<file path="src/rtl/mwrf_pkg.sv">
// shared types, constants and the crc step for the modbus write register framer
package mwrf_pkg;

   // frame layout
   localparam int unsigned FRAME_LEN = 8;
   localparam int unsigned BYTE_IDX_W = $clog2(FRAME_LEN);
   localparam int unsigned QUEUE_DEPTH = 2;
   localparam int unsigned QUEUE_PTR_W = $clog2(QUEUE_DEPTH);
   localparam int unsigned QUEUE_CNT_W = $clog2(QUEUE_DEPTH + 1);

   // byte positions within the frame
   localparam logic [BYTE_IDX_W-1:0] POS_ADDR = 3'd0;
   localparam logic [BYTE_IDX_W-1:0] POS_FUNC = 3'd1;
   localparam logic [BYTE_IDX_W-1:0] POS_REG_HI = 3'd2;
   localparam logic [BYTE_IDX_W-1:0] POS_REG_LO = 3'd3;
   localparam logic [BYTE_IDX_W-1:0] POS_CMD = 3'd4;
   localparam logic [BYTE_IDX_W-1:0] POS_DELAY = 3'd5;
   localparam logic [BYTE_IDX_W-1:0] POS_CRC_LO = 3'd6;
   localparam logic [BYTE_IDX_W-1:0] POS_CRC_HI = 3'd7;

   // protocol constants
   localparam logic [7:0] FUNC_WRITE_SINGLE = 8'h06;
   localparam logic [7:0] REG_HIGH_BYTE = 8'h00;
   localparam logic [15:0] CRC_INIT = 16'hFFFF;
   localparam logic [15:0] CRC_POLY = 16'hA001;
   localparam logic [7:0] SLAVE_ADDR_RESET = 8'h01;

   // request item
   typedef struct packed {
      logic [7:0] register_low;
      logic [7:0] command_byte;
      logic [7:0] delay_byte;
   } req_type;

   // result item
   typedef struct packed {
      logic [7:0] frame_byte;
      logic       last_byte;
   } rsp_type;

   // queued job: request plus the address captured at accept time
   typedef struct packed {
      logic [7:0] slave_address;
      req_type    req;
   } job_type;

   // queue head as seen by the back part
   typedef struct packed {
      logic    valid;
      job_type job;
   } head_type;

   // one byte through the reflected crc-16 shifter
   function automatic logic [15:0] crc_byte(input logic [15:0] crc, input logic [7:0] data);
      logic [15:0] acc;
      acc = crc ^ {8'h00, data};
      for (int b = 0; b < 8; b++) begin
         if (acc[0]) begin
            acc = (acc >> 1) ^ CRC_POLY;
         end else begin
            acc = acc >> 1;
         end
      end
      return acc;
   endfunction

endpackage

</file>
<file path="src/rtl/mwrf_front.sv">
// front part: address register and a two-entry request queue
module mwrf_front import mwrf_pkg::*; (
   input  logic     clock,
   input  logic     reset,
   input  logic     csr_we,
   input  logic [7:0] csr_wdata,
   input  logic     push,
   output logic     full,
   input  req_type  req_data,
   output head_type head,
   input  logic     head_pop
);

   logic [7:0]             slave_addr_ff;
   job_type                slot_ff [QUEUE_DEPTH];
   logic [QUEUE_PTR_W-1:0] wr_ptr_ff, wr_ptr_in;
   logic [QUEUE_PTR_W-1:0] rd_ptr_ff, rd_ptr_in;
   logic [QUEUE_CNT_W-1:0] count_ff, count_in;
   logic                   do_push, do_pop;

   // address register
   always_ff @(posedge clock) begin
      if (reset) begin
         slave_addr_ff <= SLAVE_ADDR_RESET;
      end else if (csr_we) begin
         slave_addr_ff <= csr_wdata;
      end
   end

   assign full    = (count_ff == QUEUE_CNT_W'(QUEUE_DEPTH));
   assign do_push = push && !full;
   assign do_pop  = head_pop && (count_ff != '0);

   // pointer and fill count update
   always_comb begin
      wr_ptr_in = do_push ? wr_ptr_ff + 1'b1 : wr_ptr_ff;
      rd_ptr_in = do_pop ? rd_ptr_ff + 1'b1 : rd_ptr_ff;
      count_in  = count_ff;
      if (do_push && !do_pop) begin
         count_in = count_ff + 1'b1;
      end else if (do_pop && !do_push) begin
         count_in = count_ff - 1'b1;
      end
   end

   always_ff @(posedge clock) begin
      if (reset) begin
         wr_ptr_ff <= '0;
         rd_ptr_ff <= '0;
         count_ff  <= '0;
      end else begin
         wr_ptr_ff <= wr_ptr_in;
         rd_ptr_ff <= rd_ptr_in;
         count_ff  <= count_in;
      end
   end

   // queue storage
   always_ff @(posedge clock) begin
      if (do_push) begin
         slot_ff[wr_ptr_ff] <= '{slave_address: slave_addr_ff, req: req_data};
      end
   end

   assign head.valid = (count_ff != '0);
   assign head.job   = slot_ff[rd_ptr_ff];

endmodule

</file>
<file path="src/rtl/mwrf_back.sv">
// back part: byte sequencer, running crc and the result register
module mwrf_back import mwrf_pkg::*; (
   input  logic     clock,
   input  logic     reset,
   input  head_type head,
   output logic     head_pop,
   output logic     empty,
   input  logic     pop,
   output rsp_type  rsp_data
);

   logic [BYTE_IDX_W-1:0] pos_ff, pos_in;
   logic [15:0]           crc_ff, crc_in;
   logic                  out_valid_ff, out_valid_in;
   rsp_type               out_ff, out_in;
   logic                  advance, load;
   logic [7:0]            cur_byte;
   logic [15:0]           crc_base;

   // result register frees when empty or being taken
   assign advance = !out_valid_ff || pop;
   assign load    = advance && head.valid;

   // select the frame byte for the current position
   always_comb begin
      case (pos_ff)
         POS_ADDR:   cur_byte = head.job.slave_address;
         POS_FUNC:   cur_byte = FUNC_WRITE_SINGLE;
         POS_REG_HI: cur_byte = REG_HIGH_BYTE;
         POS_REG_LO: cur_byte = head.job.req.register_low;
         POS_CMD:    cur_byte = head.job.req.command_byte;
         POS_DELAY:  cur_byte = head.job.req.delay_byte;
         POS_CRC_LO: cur_byte = crc_ff[7:0];
         POS_CRC_HI: cur_byte = crc_ff[15:8];
         default:    cur_byte = '0;
      endcase
   end

   // crc accumulates over the six header bytes
   always_comb begin
      crc_base = (pos_ff == POS_ADDR) ? CRC_INIT : crc_ff;
      crc_in   = crc_ff;
      if (load && (pos_ff inside {[POS_ADDR:POS_DELAY]})) begin
         crc_in = crc_byte(crc_base, cur_byte);
      end
   end

   // position counter and result register
   always_comb begin
      pos_in       = load ? pos_ff + 1'b1 : pos_ff;
      head_pop     = load && (pos_ff == POS_CRC_HI);
      out_valid_in = advance ? head.valid : out_valid_ff;
      out_in       = out_ff;
      if (load) begin
         out_in.frame_byte = cur_byte;
         out_in.last_byte  = (pos_ff == POS_CRC_HI);
      end
   end

   always_ff @(posedge clock) begin
      if (reset) begin
         pos_ff       <= '0;
         out_valid_ff <= 1'b0;
      end else begin
         pos_ff       <= pos_in;
         out_valid_ff <= out_valid_in;
      end
   end

   always_ff @(posedge clock) begin
      crc_ff <= crc_in;
      out_ff <= out_in;
   end

   assign empty    = !out_valid_ff;
   assign rsp_data = out_ff;

endmodule

</file>
<file path="src/rtl/modbus_write_register_framer_top.sv">
// top level of the modbus rtu write single register framer
//
// Requests enter through a queue-style port: req_data is taken at a clock
// edge with push high and full low. Each request becomes an eight-byte
// frame: slave address, function 0x06, register high 0x00, register low,
// command, delay, then the crc-16/modbus low and high bytes. Bytes leave
// through rsp_data, one item per byte; the oldest is valid while empty is
// low and is taken at an edge with pop high. last_byte marks the crc high.
// The slave address is written through csr_we/csr_wdata and is captured
// with each request when it is accepted.
// Each accepted request is stored in the queue; the back part then loads
// its frame bytes one by one into the result register. Throughput: one
// byte per cycle while pop is held high, set by the single byte sequencer.
// A two-entry request queue lets new requests in while a frame is still
// being sent; full rises once the queue holds two requests, the one being sent included.
// Reset clears the queue and the output, and sets the address to 1.
// When the receiver holds pop low the current byte stays in place and the
// sequencer waits; no byte is dropped.
module modbus_write_register_framer_top import mwrf_pkg::*; (
   input  logic       clock,
   input  logic       reset,
   input  logic       csr_we,
   input  logic [7:0] csr_wdata,
   input  logic       push,
   output logic       full,
   input  req_type    req_data,
   output logic       empty,
   input  logic       pop,
   output rsp_type    rsp_data
);

   head_type head;
   logic     head_pop;

   // request capture and queue
   mwrf_front u_front (
      .clock     (clock),
      .reset     (reset),
      .csr_we    (csr_we),
      .csr_wdata (csr_wdata),
      .push      (push),
      .full      (full),
      .req_data  (req_data),
      .head      (head),
      .head_pop  (head_pop)
   );

   // frame sequencer
   mwrf_back u_back (
      .clock    (clock),
      .reset    (reset),
      .head     (head),
      .head_pop (head_pop),
      .empty    (empty),
      .pop      (pop),
      .rsp_data (rsp_data)
   );

endmodule
</file>
<file path="config.mk">
export PLATFORM = sky130hd
export DESIGN_NAME = modbus_write_register_framer_top
export DESIGN_NICKNAME = d
export VERILOG_FILES = /design/src/rtl/mwrf_pkg.sv /design/src/rtl/mwrf_front.sv /design/src/rtl/mwrf_back.sv /design/src/rtl/modbus_write_register_framer_top.sv
export SDC_FILE = /design/constraint.sdc
export NUM_CORES = 1
export LEC_CHECK = 0
export BUFFER_PORTS_ARGS = -buffer_cell sky130_fd_sc_hd__buf_2
export CAP_MARGIN = 20
export CORE_AREA = 2 2 106 88
export CTS_BUF_LIST = sky130_fd_sc_hd__clkbuf_4 sky130_fd_sc_hd__clkbuf_8
export CTS_CLUSTER_SIZE = 10
export DETAILED_ROUTE_END_ITERATION = 8
export DIE_AREA = 0 0 108 90
export HOLD_SLACK_MARGIN = 0.05
export PLACE_DENSITY_LB_ADDON = 0.05
export SYNTH_ARGS = -nofsm -noshare
export SYNTH_HDL_FRONTEND = slang
export SYNTH_SLANG_ARGS = --single-unit
</file>
<file path="constraint.sdc">
create_clock -name clock -period 4.05 [get_ports clock]
set_input_delay 0.405 -clock clock [delete_from_list [all_inputs] [get_ports clock]]
set_output_delay 0.405 -clock clock [all_outputs]
set_load 0.02 [all_outputs]
</file>
# [After elaboration in Yosys (flattened, before gate mapping)]
# Memories as Yosys holds them, arrays and structs flattened. A register that Yosys moved wholly into a read port is not among the register bits.
# Index checks and enable logic that the tools add are counted.
[totals] register_bits=41 latch_bits=0 mem_bits_ro=0 mem_count=1 ramBits=64 inputBits=37 output_inout_bits=11
[mem_list] name="u_front.slot_ff" depth=2 word_bits=32 rd=1 rd_clocked_by_memory_dff=1 wr=1 line="mwrf_front.sv:15" text="job_type slot_ff [QUEUE_DEPTH];"
[classes] reduce_logical=16 mul=0 n_addsub=5 eq_ne=8 bitwise_logic=9 muxes=23 shift=0 n_lt_le_gt_ge=2 div_mod_pow=0
[ops] cell="$mux 16" count=15
[ops] cell="$pmux 8 s8" count=1
[ops] cell="$not 2->3" count=8
[ops] cell="$xor 16x8->16" count=1
[ops] cell="$mux 14" count=1
[ops] cell="$eq 3x3->1 const B" count=4
[ops] cell="$logic_and 1x1->1" count=8
[ops] cell="$eq 3x2->1 const B" count=2
[ops] cell="$logic_not 1->1" count=4
[ops] cell="$mux 1" count=4
[ops] cell="$mux 2" count=2
[ops] cell="$reduce_bool 2->1" count=2
[ops] cell="$add 3x1->3 const B" count=1
[ops] cell="$eq 3x1->1 const B" count=1
[ops] cell="$ge 3x1->1 const B" count=1
[ops] cell="$le 3x3->1 const B" count=1
[ops] cell="$logic_not 3->1" count=1
[ops] cell="$add 1x1->1 const B" count=2
[ops] cell="$add 2x1->2 const B" count=1
[ops] cell="$eq 2x2->1 const B" count=1
[ops] cell="$sub 2x1->2 const B" count=1
[ops] cell="$logic_or 1x1->1" count=1

# [Depth between registers and ports, before layout]
# Gate-level depths: netlist of the first run.
[logic_depth] depth_word=26 mapped_depth=11

# [Cells and area by module]
# From an unflattened synthesis of the first run, not the netlist that was laid out.
[hier_totals] hier_cells=313 hier_area_um2=4669.5
[by_module_without_submodules] module="mwrf_front" seq_area_each_um2=2182.1 cells_per_inst=151 area_per_inst_um2=2808.9 instances=1
[by_module_without_submodules] module="mwrf_back" seq_area_each_um2=830.8 cells_per_inst=162 area_per_inst_um2=1860.5 instances=1

# [Least setup slack after synthesis of the first run]
# Ideal clock, no wire load.
[synth_path] path_kind="flip-flop to flip-flop" from="register u_back.pos_ff[2]" to="register u_back.crc_ff[0] (data pin)" slack_ps=863 arrival_ps=2929 period_less_slack_ps=3187 path_stages_with_launch=12 cell_sequence="dfxtp_1 buf_2 clkbuf_1 inv_1 ha_1 nor4_4 and2_1 buf_4 o41a_4 xnor3_2 xnor3_2 xnor2_1"
[synth_between] elab_chain_cells=19
[synth_rtl] item="start: declaration" line="mwrf_back.sv:12" text="logic [BYTE_IDX_W-1:0] pos_ff, pos_in;"
[synth_rtl] item="start signal: assignment" line="mwrf_back.sv:65" text="pos_ff <= pos_in;"
[synth_rtl] item="$eq 3x3->1, or another cell as far along" line="mwrf_back.sv:26" text="case (pos_ff)"
[synth_rtl] item="$pmux 8 s8 *" line="mwrf_back.sv:26"
[synth_rtl] item="net u_back.cur_byte[1]" line="mwrf_back.sv:17" text="logic [7:0] cur_byte;"
[synth_rtl] item="$xor 16x8->16 *" line="mwrf_pkg.sv:56" text="acc = crc ^ {8'h00, data};"
[synth_rtl] item="$not 2->3 (no source line)"
[synth_rtl] item="$mux 16 *" line="mwrf_pkg.sv:58" text="if (acc[0]) begin"
[synth_rtl] item="$mux 16 *" line="mwrf_back.sv:43" text="if (load && (pos_ff inside {[POS_ADDR:POS_DELAY]})) begin"
[synth_rtl] item="$mux 16 *" line="mwrf_pkg.sv:58"
[synth_rtl] item="[... 4 more ...]"
[synth_rtl] item="$mux 16 *" line="mwrf_back.sv:43"
[synth_rtl] item="$mux 16 *" line="mwrf_pkg.sv:58"
[synth_rtl] item="$mux 16 *" line="mwrf_back.sv:43"
[synth_rtl] item="$mux 16 *" line="mwrf_pkg.sv:58"
[synth_rtl] item="$mux 16 *" line="mwrf_back.sv:43"
[synth_rtl] item="$mux 16 *" line="mwrf_pkg.sv:58"
[synth_rtl] item="$mux 16 *" line="mwrf_back.sv:43"
[synth_rtl] item="$mux 14 *" line="mwrf_pkg.sv:58"
[synth_rtl] item="end signal: assignment" line="mwrf_back.sv:71" text="crc_ff <= crc_in;"
[synth_rtl] item="end: declaration" line="mwrf_back.sv:13" text="logic [15:0] crc_ff, crc_in;"
# Mark *: on every way through the listed nets, which the timed path passes. The rest lies on a longest branch. The select of a mux whose other input is x is not followed.
# A chain may end at the register's enable or synchronous reset.

# [Final worst setup path of the first run]
[layout_path] from="register u_back.pos_ff[0]" to="register u_back.crc_ff[15] (data pin)"
[layout_between] elab_chain_cells=18
[layout_rtl] item="$eq 3x3->1, or another cell as far along" line="mwrf_back.sv:26"
[layout_rtl] item="$pmux 8 s8 *" line="mwrf_back.sv:26"
[layout_rtl] item="net u_back.cur_byte[1]" line="mwrf_back.sv:17"
[layout_rtl] item="$xor 16x8->16 *" line="mwrf_pkg.sv:56"
[layout_rtl] item="$not 2->3 (no source line)"
[layout_rtl] item="$mux 16 *" line="mwrf_pkg.sv:58"
[layout_rtl] item="$mux 16 *" line="mwrf_back.sv:43"
[layout_rtl] item="$mux 16 *" line="mwrf_pkg.sv:58"
[layout_rtl] item="[... 3 more ...]"
[layout_rtl] item="$mux 16 *" line="mwrf_pkg.sv:58"
[layout_rtl] item="$mux 16 *" line="mwrf_back.sv:43"
[layout_rtl] item="$mux 16 *" line="mwrf_pkg.sv:58"
[layout_rtl] item="$mux 16 *" line="mwrf_back.sv:43"
[layout_rtl] item="$mux 16 *" line="mwrf_pkg.sv:58"
[layout_rtl] item="$mux 16 *" line="mwrf_back.sv:43"
[layout_rtl] item="$mux 16 *" line="mwrf_pkg.sv:58"
[layout_rtl] item="$mux 16 *" line="mwrf_back.sv:43"
# Marked as above.

==> results of run 1 <==
==> flip-flops by register name, summed over array words and instances (netlist names), named ones only <==
name,cells
u_front.slot_ff,64
u_back.out_valid_ff,1
u_back.rsp_data,9
u_front.rd_ptr_ff,1
u_back.crc_ff,16
u_front.wr_ptr_ff,1
u_front.slave_addr_ff,8
u_front.count_ff,2
u_back.pos_ff,3
==> critical path, stage by stage (launching register included) <==
cell and delay [ns]:
dfxtp_1 0.37, ha_1 0.24, ha_1 0.34, nor4_4 0.52
and2_1 0.47, o41a_4 0.27, xnor3_2 0.36, xnor3_2 0.42
xnor2_1 0.14
==> synthesized netlist by cell type (all sizes together) (6+ instances only) <==
cell	n
edfxtp	89
nor2	31
mux2i	30
xnor2	21
dfxtp	17
nand3	15
a32oi	12
inv	12
clkbuf	10
xor2	9
buf	8
nand2	8
ha	7
o21ai	7
a21oi	6
==> cell families after synthesis <==
logic type	synth area share (%)
buffers and inverters	3.37
and+or+nand+nor	7.17
AOI/OAI and AO/OA	7.63
DFF	64.9
xor gates and xnor gates	8.30
adders and majority gates	1.89
muxes	6.71
==> report_power, final <==
part	internal (W)	total (W)	switching, W
Combinational	0.000746	0.00150	0.000755
Sequential	0.00155	0.00166	0.000113
Clock	0.000298	0.000625	0.000327
==> final cells by class <==
cell class	instances	area (µm²)
Multi-Input combinational cell	184	1470
Timing Repair Buffer	54	288
Inverter	12	45.0
Clock inverter	5	55.1
Clock buffer	11	139
Sequential cell	106	3010
Fill cell	704	3570
Tap cell	115	144
==> cell usage in the layout (no fill, tap or decap), types with 3 or more instances in the layout <==
cell      netlist  layout
buf_2           2      47
xor2_1          9       9
mux2i_1        30      30
xnor3_1         3       3
dfxtp_1        17      17
inv_1          12      12
buf_4           1       7
o31a_1          4       4
o21ai_0         7       7
nand3_1        15      15
o22ai_1         3       3
o31ai_2         3       3
a21oi_1         6       6
xnor2_1        20      20
a32oi_1        12      12
clkbuf_8        0       9
nor2b_1         3       3
ha_1            7       7
edfxtp_1       89      89
nand2_1         8       8
or2_2           5       5
nor2_1         31      30
==> worst max-delay path by stage <==
stage | slack, ns | to | startpoint | cells past startpoint
after floorplan | 0.86 | u_back.crc_ff[0] | u_back.pos_ff[2] | 11
after global placement | 0.82 | u_back.crc_ff[15] | u_back.pos_ff[0] | 8
after detailed placement | 0.70 | u_back.crc_ff[15] | u_back.pos_ff[0] | 8
after CTS | 0.69 | u_back.crc_ff[15] | u_back.pos_ff[0] | 8
after global routing | 0.48 | u_back.crc_ff[15] | u_back.pos_ff[0] | 8
final | 0.68 | u_back.crc_ff[15] | u_back.pos_ff[0] | 8
==> layer usage <==
layer,global-route usage [%],wire (µm),vias up
met1,26.7,4040,1280
li1,-,-,1261
met4,6.73,125,0
met5,0,0,-
met2,29.7,3930,70
met3,5.15,394,14
==> through the flow <==
step	area (µm²)	hold slack [ns]	utilization, %
2_1_floorplan	4640	0.418	-
3_3_place_gp	4960	0.432	56.9
3_5_place_dp	4960	0.445	56.9
4_1_cts	5160	0.203	59.1
5_1_grt	5160	0.201	59.1
6_report	5160	0.226	59.1
==> run summary, run 1 <==
The run finished with clean final reports. The clock latency on the worst-skew pair was 0.37 ns; the area overhead of the layout relative to synthesis was 11.1%. For the number of H-tree levels, the log shows 3.

The run gives 2 as the buffer depth of the longest clock path. The transition time at the pin with the least slew margin was 0.836 ns; the horizontal die dimension was 108 µm. Site row count: 31. For this block, the routed nets add up to 8.50 mm of wire.

The ratio of final minimum period to clock period is 83.1%, and the worst-case headroom to the max-slew limit is 44.3%. Ranked by total cell area, the synthesized netlist is headed by edfxtp_1, dfxtp_1, mux2i_1. In this run the count of I/O pins placed on the die edge is 48. The setup TNS was 0 ns; the post-synthesis instance total was 320. The maximum ir drop on the vdd rail is 0.000338 V, and the number of instances resized during post-cts repair is 0. The vias per cell works out to 5.39. The worst register-to-register path begins at u_back.pos_ff[0]. After the first detailed-routing iteration, the DRC count stood at 130. The mean post-synth cell area was 14.5 µm²; the largest fanout of any net on the critical path was 11. The highest clock frequency the design can meet came out at 297 MHz. The HPWL after detailed placement is 6.03 mm. The tool flagged a number of max-cap violations equal to 0.

The analysis attributes to cell leakage a power of 1.86 nW. The flip-flop cell with the highest count after synthesis is edfxtp_1. Worst flop-to-flop path endpoint: u_back.crc_ff[15].

The sequential cell area fraction in the yosys report is 64.9%, and the number of synthesized register bits is 106. The run gives 0 as the final count of pins violating max slew. Counting tap cells, the placed design contains a total of 471 instances. The routed layout has 2625 vias. Yosys mapped the design onto 38 distinct sky130hd cell types. The final cell count without fillers is 487, and the Yosys warning count is 0.

For this run, the total global-route usage over all layers was measured as 19.3%. Buffers inserted during clock tree synthesis total 9. The core region is 0.00873 mm². The category of the critical setup timing path was flop to flop. The detailed-route wire length per cell is 17.4 µm, and the total inserted antenna cells is 0. The total grt overflow was 0; the required time of the critical path was 4.17 ns. The total power divided by cell area was 735 mW/mm²; the number of enable-type register cells in the synthesized netlist was 89. The number of hold buffers added after CTS was 0. The library cell used as clock root buffer was clkbuf_8. The path with the worst hold slack has its endpoint at u_front.slot_ff[0][17]. Minimum setup slack after placement: 0.704 ns. The tools report the slack of the critical path as 0.684 ns. The height of the die was 90 µm; the via count of the first global-routing pass was 2672. In this run the most critical hold path is launched from req_data[17].

The routability congestion estimate was 0.897; the data arrival time of the worst path was 3.48 ns. Setup repair after global routing left no endpoint under its margin. The fraction of final layout cells with drive strength greater than 1 was 23.1%. Largest area contributor in the synthesized netlist: edfxtp_1. Across the routed clock network, the largest skew measured is 0.0111 ns. The number of hold-slack violations in the final timing report was 0.

The worst setup path is captured at a flop. The cell depth of the worst hold path came out at 1. Number of nets in the final layout: 411.

In this run the register-to-register setup slack is 0.68 ns. Counting every net in the synthesized netlist gives 364. The pin count of the biggest net entering global routing is 33. The tree built by TritonCTS fans out to 106 sinks. The tools report the global-route wire length before repair as 13.9 mm.

The die covers 0.00972 mm². The time the final worst path needs with I/O delays and setup was 3.37 ns. The clock slew seen by the registers of the worst setup and hold paths is 0.09 ns, and the proportion of register bits with asynchronous set or reset after synthesis is 0%. Buffers added to address setup during post-CTS repair amount to 0. Setup violations remaining at the end of the flow were counted as 0. The number of cells traversed by the worst register-to-register path was 8. The number of buffers added on ports is 47. The count of nets left with antenna violations once routing finished came out at 0. The area fraction of the dominant cell type after synthesis works out to 57.6%. The design draws 0.00379 W. The initial utilization of the core area, before any placement, comes to 53.2%. The number of antenna violations at the first check in global routing was 0; the post-detailed-route DRC marker count was 0.

Summing every instance area after synthesis gives 0.00464 mm². Class of the tightest hold or removal check: input pin to flop. Category of the worst setup path launch point: a flop.

The first detailed-routing pass ran for 4 iterations. TritonCTS built the clock tree.
Power figures use the tool's default switching activity.
==> inputs of run 2 (changes only) <==
clock period = 2.7 ns   (was 4.05 ns; I/O delays follow)
==> run 2 against run 1 <==
The flow now finishes with violations (negative setup slack). First-iteration DRC count down 9.2%. Critical endpoint unchanged. Non-clock buffer count rose by 28. Total power is 70% higher.
==> run summary, run 2 (synthesis results as in run 1) <==
The tools report the last element of the critical path as u_back.crc_ff[15] (unchanged). The number of antenna violations at the first check in global routing was 0 (unchanged). The overall track demand over capacity in global routing was 19.4% (was 19.3%); the clock sink count was 106 (unchanged).

The total inserted antenna cells came out at 0 (unchanged). The tools report the worst reg2reg path startpoint as u_back.pos_ff[0] (unchanged). The number of cells traversed by the worst register-to-register path was 8 (unchanged).

The run gives 68.9% (was 44.3%) as the worst-case headroom to the max-slew limit. The pin count of the biggest net entering global routing was 33 (unchanged). The run gives 8.76 mm (was 8.50 mm) as the total routed wirelength. The minimum setup slack after placement was -0.115 ns (was 0.704 ns); the routability congestion estimate was 0.880 (was 0.897). The class of the tightest hold or removal check is input pin to flop (unchanged). The fraction of final layout cells with drive strength greater than 1 came out at 33.0% (was 23.1%). The setup slack on the worst flop-to-flop path was -0.06 ns (was 0.68 ns); the transition time at the pin with the least slew margin was 0.467 ns (was 0.836 ns). The number of design-rule violations left by the first detailed-router iteration was 118 (was 130); the highest clock frequency the design can meet was 363 MHz (was 297 MHz). For the number of hold-slack violations in the final timing report, the log shows 0 (unchanged).

The total via count in the routed design was 2695 (was 2625); the number of H-tree levels was 3 (unchanged). The overall die area came out at 0.00972 mm² (unchanged). Highest-count cells in the layout ignoring fill and taps: edfxtp_1, buf_2, buf_4 (was edfxtp_1, buf_2, mux2i_1, nor2_1, xnor2_1). The horizontal die dimension was 108 µm (unchanged); the total grt overflow was 0 (unchanged). The total power divided by cell area came out at 1160 mW/mm² (was 735 mW/mm²). The run gives 48 (unchanged) as the top-level I/O count. The cell leakage power was 2.03 nW (was 1.86 nW); the data arrival time of the worst path was 2.87 ns (was 3.48 ns). For the setup TNS, the log shows -0.158 ns (was 0 ns).

The logs give 0 (unchanged) for the remaining antenna violation count and 6.07 mm (was 6.03 mm) for the half-perimeter wire length after placement. The run gives 2 (unchanged) as the buffer depth of the longest clock path. The worst flop-to-flop path endpoint was u_back.crc_ff[15] (unchanged). The beginning of the critical path is u_back.pos_ff[0] (unchanged). The tools report the category of the worst setup path launch point as a flop (unchanged). The flip-flop count of the largest register, all copies and words added is 64 (unchanged), and the clock slew seen by the registers of the worst setup and hold paths is 0.11 ns (was 0.09 ns). The tools report the clock tree skew after final layout as 0.00997 ns (was 0.0111 ns). Setup repair after global routing could not meet its margin everywhere.

The area of the placeable core came out at 0.00873 mm² (unchanged). The global-route wire length before repair was 14.4 mm (was 13.9 mm). The tools report the library cell used as clock root buffer as clkbuf_8 (unchanged). Detailed-route wire length per cell: 17.0 µm (was 17.4 µm). The final reports fail on negative setup slack. For the clock buffer count from CTS, the log shows 9 (unchanged). The run gives 0.000729 V (was 0.000338 V) as the maximum ir drop on the vdd rail. The time the final worst path needs with I/O delays and setup came out at 2.76 ns (was 3.37 ns).

The leading cell type in the layout, fill and taps excluded is edfxtp_1 (unchanged). Category of the critical setup timing path: flop to flop (unchanged). TritonCTS built the clock tree. The reported max-cap violation count came out at 0 (unchanged). The tools report the kind of capture point of the worst setup path as a flop (unchanged).

The run gives 0 (unchanged) as the final count of pins violating max slew. The placement-stage cell area is 0.00519 mm² (was 0.00496 mm²), and the site row count is 31 (unchanged). The via count of the first global-routing pass was 2814 (was 2672). Vias per cell: 5.23 (was 5.39). Number of nets in the final layout: 439 (was 411).

The run gives 0.00552 mm² (was 0.00516 mm²) as the final design area excluding fillers. The number of buffers added on ports was 47 (unchanged); the hold-fix buffer count after cts was 0 (unchanged). The required time of the critical path is 2.82 ns (was 4.17 ns), and the clock latency on the worst-skew pair is 0.37 ns (about the same).

The effective utilization at floorplan was 53.2% (unchanged); the number of endpoints failing setup at the final stage was 3 (was 0). The height of the die works out to 90 µm (unchanged). The run gives 63.2% (was 59.1%) as the core occupancy in the finished layout.

The largest fanout of any net on the critical path was 4 (was 11); the post-detailed-route DRC marker count was 0 (unchanged). The first-pass detailed-route iteration total is 4 (unchanged), and the ratio of final minimum period to clock period is 102% (was 83.1%). The run finished, with violations left.

Largest register by flop count: u_front.slot_ff (unchanged). The area overhead of the layout relative to synthesis is 18.9% (was 11.1%). The slack of the critical path was -0.0556 ns (was 0.684 ns).
run 2: cell types whose count changed in the layout (fill, tap and decap cells not counted), sizes merged:
cell / previous run / this run
buf: 54 / 82
inv: 12 / 16
clkinvlp: 1 / 0
clkbuf: 11 / 9
clkinv: 3 / 2
run 2: worst min path at each step:
| stage | from | end | slack, ns | depth (start not counted) |
|---|---|---|---|---|
| 3_5_place_dp | u_front.slave_addr_ff[0] | u_front.slot_ff[0][24] | 0.44 | 0 |
| 6_report | req_data[18] | u_front.slot_ff[1][18] | 0.08 | 1 |
| 3_3_place_gp | u_front.slave_addr_ff[0] | u_front.slot_ff[0][24] | 0.43 | 0 |
| 5_1_grt | req_data[18] | u_front.slot_ff[1][18] | 0.06 | 1 |
| 4_1_cts | req_data[10] | u_front.slot_ff[1][10] | 0.06 | 1 |
| 2_1_floorplan | req_data[0] | u_front.slot_ff[0][0] | 0.37 | 0 |
run 2: final cells by class:
type	count	area [µm²]
inverter	12	47.5
timing repair buffer	82	527
multi-input combinational	184	1570
clock buffer	9	124
sequential	106	3020
clock inverter	7	83.8
tap	115	144
fill	684	3210
run 2: critical path: stages, from the launching register on:
cell and delay, ns:
dfxtp_4 0.41, inv_4 0.05, ha_4 0.17, and2_4 0.15, a221o_1 0.33, o41a_4 0.36
xnor3_2 0.40, xnor3_2 0.46, xnor2_1 0.16
run 2: stage by stage:
stage                     instances  hold WS [ns]  power (W)
after CTS                       513        0.0631    0.00622
after floorplan                 320         0.369    0.00436
after detailed placement        493         0.436    0.00509
final                           515        0.0793    0.00642
after global placement          493         0.429    0.00506
after global routing            515        0.0647    0.00678
run 2: metal layers:
metal / track usage (%) / vias up / part of all wire, %
li1: - / 1332 / -
met1: 27.5 / 1296 / 49
met2: 30.4 / 54 / 46
met3: 4.42 / 13 / 4.0
met4: 5.34 / 0 / 1.4
met5: 0 / - / 0
run 2: what timing repair did:
item	CTS	global route
resized for setup	9	11
cloned	0	0
hold endpoints to repair	0	0
setup buffers	4	2
pin swaps	2	8
setup endpoints to repair	3	4
run 2: report_power, final:
part | internal [W] | switching (W) | leakage, nW
sequential | 0.00233 | 0.000159 | 0.975
clock | 0.000449 | 0.000564 | 0.108
combinational | 0.00158 | 0.00135 | 0.951
total | 0.00435 | 0.00207 | 2.03
